==> config.mk <==
export PLATFORM = sky130hd
export DESIGN_NAME = rdu_sqrt
export DESIGN_NICKNAME = d
export VERILOG_FILES = /design/src/rtl/rdu_pkg.sv /design/src/rtl/rdu_sqrt.sv
export SDC_FILE = /design/constraint.sdc
export NUM_CORES = 1
export LEC_CHECK = 0
export ABC_CLOCK_PERIOD_IN_PS = 11700
export BUFFER_PORTS_ARGS = -buffer_cell sky130_fd_sc_hd__buf_2
export CORE_MARGIN = 8
export CORE_UTILIZATION = 63
export DETAILED_ROUTE_END_ITERATION = 12
export HOLD_SLACK_MARGIN = 0.05
export PLACE_DENSITY = 0.87
export SYNTH_ARGS = -nofsm -noshare
export SYNTH_HDL_FRONTEND = slang
export SYNTH_SLANG_ARGS = --single-unit
==> constraint.sdc <==
create_clock -name clk_i -period 11.7 [get_ports clk_i]
set_clock_uncertainty 0.15 [all_clocks]
set_input_delay 1.755 -clock clk_i [delete_from_list [all_inputs] [get_ports clk_i]]
set_output_delay 1.755 -clock clk_i [all_outputs]
set_load 0.03 [all_outputs]
==> src/rtl/rdu_pkg.sv <==
// Package with widths, types and arithmetic helpers for the refraction direction unit.
`default_nettype none

package rdu_pkg;

  localparam int unsigned CW   = 16;
  localparam int unsigned FW   = CW - 2;
  localparam int unsigned PW   = 2 * CW;
  localparam int unsigned XW   = 2 * CW + 2;
  localparam int unsigned DW   = CW + 3;
  localparam int unsigned AW   = CW + 2;
  localparam int unsigned RW   = AW + FW;
  localparam int unsigned RMW  = CW + 2;
  localparam int unsigned NSQ  = (CW + 1) / 2;

  localparam logic signed [DW-1:0] ONE_Q = DW'(1) <<< FW;
  localparam logic signed [XW-1:0] SMAX  = XW'((1 << (CW - 1)) - 1);
  localparam logic signed [XW-1:0] SMIN  = -SMAX - XW'(1);

  typedef logic signed [CW-1:0] comp_t;

  typedef struct packed {
    logic [2:0][CW-1:0] prp;
    logic [2:0][CW-1:0] nrm;
  } side_t;

  typedef struct packed {
    logic [RMW-1:0] rem;
    logic [CW-1:0]  root;
    logic [RW-1:0]  rad;
  } sq_t;

  function automatic comp_t sat_c(input logic signed [XW-1:0] v);
    comp_t r;
    if (v > SMAX) begin
      r = SMAX[CW-1:0];
    end else if (v < SMIN) begin
      r = SMIN[CW-1:0];
    end else begin
      r = v[CW-1:0];
    end
    return r;
  endfunction

  function automatic sq_t sqrt_step(input sq_t s);
    sq_t              r;
    logic [RMW+1:0]   nxt;
    logic [RMW+1:0]   trial;
    nxt   = {s.rem, s.rad[RW-1 -: 2]};
    trial = (RMW + 2)'({s.root, 2'b01});
    if (nxt >= trial) begin
      r.rem  = RMW'(nxt - trial);
      r.root = {s.root[CW-2:0], 1'b1};
    end else begin
      r.rem  = nxt[RMW-1:0];
      r.root = {s.root[CW-2:0], 1'b0};
    end
    r.rad = {s.rad[RW-3:0], 2'b00};
    return r;
  endfunction

endpackage

`default_nettype wire

==> src/rtl/rdu_sqrt.sv <==
// Pipelined digit-by-digit integer square root, two result bits per stage.
`default_nettype none

module rdu_sqrt (
  input  wire logic                 clk_i,
  input  wire logic                 rst_ni,
  input  wire logic                 en_i,
  input  wire logic                 vld_i,
  input  wire rdu_pkg::side_t       side_i,
  input  wire logic [rdu_pkg::RW-1:0] rad_i,
  output logic                      vld_o,
  output rdu_pkg::side_t            side_o,
  output logic [rdu_pkg::CW-1:0]    root_o
);

  localparam int unsigned NS = rdu_pkg::NSQ;

  logic [NS-1:0]  vld_q;
  rdu_pkg::sq_t   st_q [NS];
  rdu_pkg::sq_t   st_d [NS];
  rdu_pkg::side_t side_q [NS];
  rdu_pkg::sq_t   src;

  always_comb begin
    for (int s = 0; s < NS; s++) begin
      if (s == 0) begin
        src.rem  = '0;
        src.root = '0;
        src.rad  = rad_i;
      end else begin
        src = st_q[s-1];
      end
      st_d[s] = rdu_pkg::sqrt_step(src);
      if (2 * s + 1 < rdu_pkg::CW) begin
        st_d[s] = rdu_pkg::sqrt_step(st_d[s]);
      end
    end
  end

  always_ff @(posedge clk_i or negedge rst_ni) begin
    if (!rst_ni) begin
      vld_q <= '0;
    end else if (en_i) begin
      vld_q <= NS'({vld_q, vld_i});
    end
  end

  always_ff @(posedge clk_i) begin
    if (en_i) begin
      for (int s = 0; s < NS; s++) begin
        st_q[s]   <= st_d[s];
        side_q[s] <= (s == 0) ? side_i : side_q[(s == 0) ? 0 : s - 1];
      end
    end
  end

  assign vld_o  = vld_q[NS-1];
  assign side_o = side_q[NS-1];
  assign root_o = st_q[NS-1].root;

endmodule

`default_nettype wire

==> parameters.txt <==
Parameter                              Value

CTS
  CTS Root Buffer Type ... sky130_fd_sc_hd__clkbuf_16
  CTS tree ... done
  Count of instances resized after the clock tree is built ... 0
  Setup fix buffers added after clock tree synthesis ... 0
  Hold bufs inserted after CTS ... 0
  Number of buffers created by CTS ... 103
  Bufs on Longest Clock Path ... 3
  Htree depth ... 3
  Number of sinks driven by the clock tree ... 1,078
  Clock-pin transition on the worst setup and hold timing paths ... 0.06 ns
  Clock insertion delay at the later pin of the skew report ... 0.66 ns

Yosys
  Avg Inst Size Synth ... 15.79 um2
  Adder-cell share of the synthesized area ... 4.298%
  Cell taking the most area after synthesis ... sky130_fd_sc_hd__edfxtp_1
  Top post-synthesis cells by area ... sky130_fd_sc_hd__edfxtp_1, sky130_fd_sc_hd__ha_1, sky130_fd_sc_hd__buf_4
  Main combinational cell family by area after synthesis ... compound AO/OA/AOI/OAI gates
  Sequential cell area fraction in the yosys report ... 74.14%
  Most numerous cell types in the synthesized netlist ... sky130_fd_sc_hd__edfxtp_1, sky130_fd_sc_hd__nor2_1, sky130_fd_sc_hd__ha_1, sky130_fd_sc_hd__inv_1, sky130_fd_sc_hd__a21oi_1
  Number of enable-type register cells in the synthesized netlist ... 1,070
  Xor and xnor area share after synthesis ... 2.993%
  Seq cells post-synth ... 1,078
  Top-area cell type share of the netlist area ... 73.68%
  Portion of netlist area occupied by mux cells ... 0.9267%
  Post-synthesis instance area ... 43,610 um2
  Yosys Warn Count ... 0
  Share of the synthesized area in compound gates (AO/OA/AOI/OAI) ... 7.305%
  Most instantiated library cell after synthesis ... sky130_fd_sc_hd__edfxtp_1
  Share of flip-flops with an asynchronous set or reset ... 0.7421%
  Leading register cell type out of synthesis ... sky130_fd_sc_hd__edfxtp_1
  Synthesized instance count ... 2,762
  Number of different library cells in the post-synthesis netlist ... 94
  Area share of and/or/nand/nor cells after synthesis ... 6.714%

Run status
  Status ... completed

Timing
  Setup repair after global routing missed its margin ... no
  Max Transition Viols Final ... 0
  Post-route clock period utilization ... 52.37%
  Relative slew slack ... 22.36%
  Final critical path time including I/O delays and setup ... 6.127 ns
  Worst hold slack across all endpoints ... 0.2484 ns
  Endpoints failing setup ... 0
  Final count of hold timing violations ... 0
  Highest clock frequency the design can meet ... 0.1632 GHz
  Slew of the pin with the lowest slew margin ... 1.165 ns
  Final total negative setup slack ... 0 ns

Placed design
  DPL Wire Length ... 57,270 um
  Placed inst area ... 45,140 um2
  IO buf count ... 244
  Gp weighted congestion ... 0.8857

Layout
  Final #Nets ... 3,256
  Layout overhead on the synthesized area ... 11.80%
  Fraction of layout cells with a size suffix above 1 ... 15.96%
  Area occupied by multi-input gates ... 9704 um2
  Final design instance area without fill ... 48,750 um2
  Fill cells ... 4,233
  Register cell area after layout ... 32,330 um2

Die
  Area enclosed by the die boundary ... 77,890 um2
  Total number of placement rows ... 96
  Standard cell core area ... 68,590 um2
  Die extent in x ... 279.1 um
  Starting density of the core ... 63.58%
  Height of the die ... 279.1 um
  Number of I/O pins ... 245

GRT
  Antenna violations before repair ... 7
  Total overflow reported by the global router ... 0
  Wire length of the first global-routing pass ... 130,900 um
  Maximum number of pins on one net before global-route repair ... 225
  Vias in the first global route ... 23,390
  Combined global-route utilization of all metal layers ... 21.48%

Route
  Per-cell via count in the routed design ... 5.768
  Router iterations before antenna repair ... 6
  Wire length per cell ... 21.48 um
  DRC viols ... 0
  Routed Antenna Nets ... 0
  Via count ... 23,050
  Initial detailed-routing violation count ... 1,972
  Final routed wirelength across all metal layers ... 85,840 um

Setup path
  Capturing element type of the critical path ... flip-flop
  Data required time at the worst endpoint ... 11.94 ns
  Arrival time of data at the critical path endpoint ... 6.37 ns
  CP Launch Type ... flip-flop
  Type of the worst setup path ... reg2reg
  Crit Path Max Fanout ... 19

Flow run
  MaxCap Viol Count ... 0

Power
  Areal power density over the cells ... 204.1 nW/um2
  Leakage Power ... 18.25 nW
  Peak supply drop ... 0.0002064 V

Min path
  Hold crit path type ... reg2reg
-- flip-flops by register name (all words and copies together), names as in the netlist --
| register | cells |
|---|---|
| st_q | 302 |
| vld_q | 8 |
| side_q | 768 |
-- where the power goes --
group	internal, mW	switching, mW
sequential	4.68	0.187
clock	2.01	1.46
combinational	0.652	0.958
total	7.34	2.61
-- area by class of cell --
type,count,share of cell area [%]
sequential,1078,66.32
timing repair buffer,256,2.787
inverter,154,1.186
antenna,3,0.01540
clock buffer,118,5.446
clock inverter,75,1.956
tap,931,2.389
multi-input combinational,1382,19.91
-- per-layer routing --
layer,track usage (%),part of all wire (%),vias up
met1,24.99,38,11310
met4,6.684,2.6,0
li1,-,-,10830
met5,0,0,-
met2,40.43,54,774
met3,3.398,5.2,144
-- worst max-delay path, cell delays in order, from the launching register on --
cell and delay (ns):
sky130_fd_sc_hd__edfxtp_1 0.46, sky130_fd_sc_hd__inv_1 0.12, sky130_fd_sc_hd__ha_1 0.40, sky130_fd_sc_hd__nand4_1 0.17, sky130_fd_sc_hd__or3_1 0.38, sky130_fd_sc_hd__nand3_1 0.19, sky130_fd_sc_hd__nor3_2 0.11, sky130_fd_sc_hd__nand2_1 0.55
sky130_fd_sc_hd__clkinv_1 0.45, sky130_fd_sc_hd__o21ai_0 0.41, sky130_fd_sc_hd__ha_1 0.38, sky130_fd_sc_hd__a21oi_1 0.18, sky130_fd_sc_hd__o21bai_1 0.07, sky130_fd_sc_hd__a21oi_1 0.19, sky130_fd_sc_hd__o21ai_0 0.11, sky130_fd_sc_hd__a22oi_1 0.38
sky130_fd_sc_hd__nand4b_1 0.48, sky130_fd_sc_hd__buf_4 0.38, sky130_fd_sc_hd__mux2_2 0.29
-- logic make-up (layout without fill, tap and decap cells) --
| logic type | Yosys count | after routing |
|---|---|---|
| buffers and inverters | 303 | 603 |
| AOI/OAI and AO/OA | 474 | 474 |
| DFF | 1078 | 1078 |
| other | 1 | 5 |
| xor gates and xnor gates | 149 | 149 |
| muxes | 37 | 37 |
| and+or+nand+nor | 570 | 570 |
| adders and majority gates | 150 | 150 |
-- metrics by stage --
| step | cells | utilization, % | total power, mW | worst slack, ns |
|---|---|---|---|---|
| after global placement | 3801 | 65.81 | 6.457 | 5.752 |
| after CTS | 3994 | 71.07 | 10.01 | 5.608 |
| final | 3997 | 71.08 | 9.951 | 5.573 |
| after detailed placement | 3801 | 65.81 | 6.526 | 5.703 |
| after floorplan | 2763 | - | 6.052 | 6.719 |
| after global routing | 3996 | 71.08 | 10.35 | 5.119 |
-- layout by cell type, fill, tap and decap left out, types with 10 or more instances in the layout --
cell type,n
sky130_fd_sc_hd__edfxtp_1,1070
sky130_fd_sc_hd__buf_2,243
sky130_fd_sc_hd__nor2_1,160
sky130_fd_sc_hd__ha_1,149
sky130_fd_sc_hd__inv_1,148
sky130_fd_sc_hd__a21oi_1,141
sky130_fd_sc_hd__nand2_1,106
sky130_fd_sc_hd__clkbuf_16,104
sky130_fd_sc_hd__xnor2_1,87
sky130_fd_sc_hd__o21ai_0,71
sky130_fd_sc_hd__xor2_1,62
sky130_fd_sc_hd__nor3_1,50
sky130_fd_sc_hd__a21o_1,48
sky130_fd_sc_hd__nand3_1,47
sky130_fd_sc_hd__o21a_1,34
sky130_fd_sc_hd__nand4_1,28
sky130_fd_sc_hd__mux2_2,25
sky130_fd_sc_hd__nand2b_1,23
sky130_fd_sc_hd__clkinv_2,21
sky130_fd_sc_hd__nor4_1,20
sky130_fd_sc_hd__nor2b_1,19
sky130_fd_sc_hd__a31oi_1,19
sky130_fd_sc_hd__o31ai_1,18
sky130_fd_sc_hd__and3_1,16
sky130_fd_sc_hd__o211ai_1,16
sky130_fd_sc_hd__clkinv_1,16
sky130_fd_sc_hd__bufinv_16,16
sky130_fd_sc_hd__or2_2,15
sky130_fd_sc_hd__or3_1,15
sky130_fd_sc_hd__o21bai_1,15
sky130_fd_sc_hd__clkbuf_1,14
sky130_fd_sc_hd__and2_1,11
sky130_fd_sc_hd__a21boi_0,10
sky130_fd_sc_hd__a2111oi_0,10
sky130_fd_sc_hd__mux2i_1,10
-- path summary, 6_finish.rpt --
path                       cells past startpoint           start  slack [ns]             end
hold / removal                                 0  side_q[0][122]        0.25  side_q[0][218]
setup / recovery                              18     st_q[1][31]        5.57    st_q[1][118]
min in group asynchronous                      1          rst_ni        0.79        vld_q[2]
hold reg to reg                                0  side_q[0][122]        0.25  side_q[0][218]
setup reg to reg                              18     st_q[1][31]        5.57    st_q[1][118]
max in group asynchronous                      1          rst_ni       10.43        vld_q[6]
(Power assumes the default switching activity.)
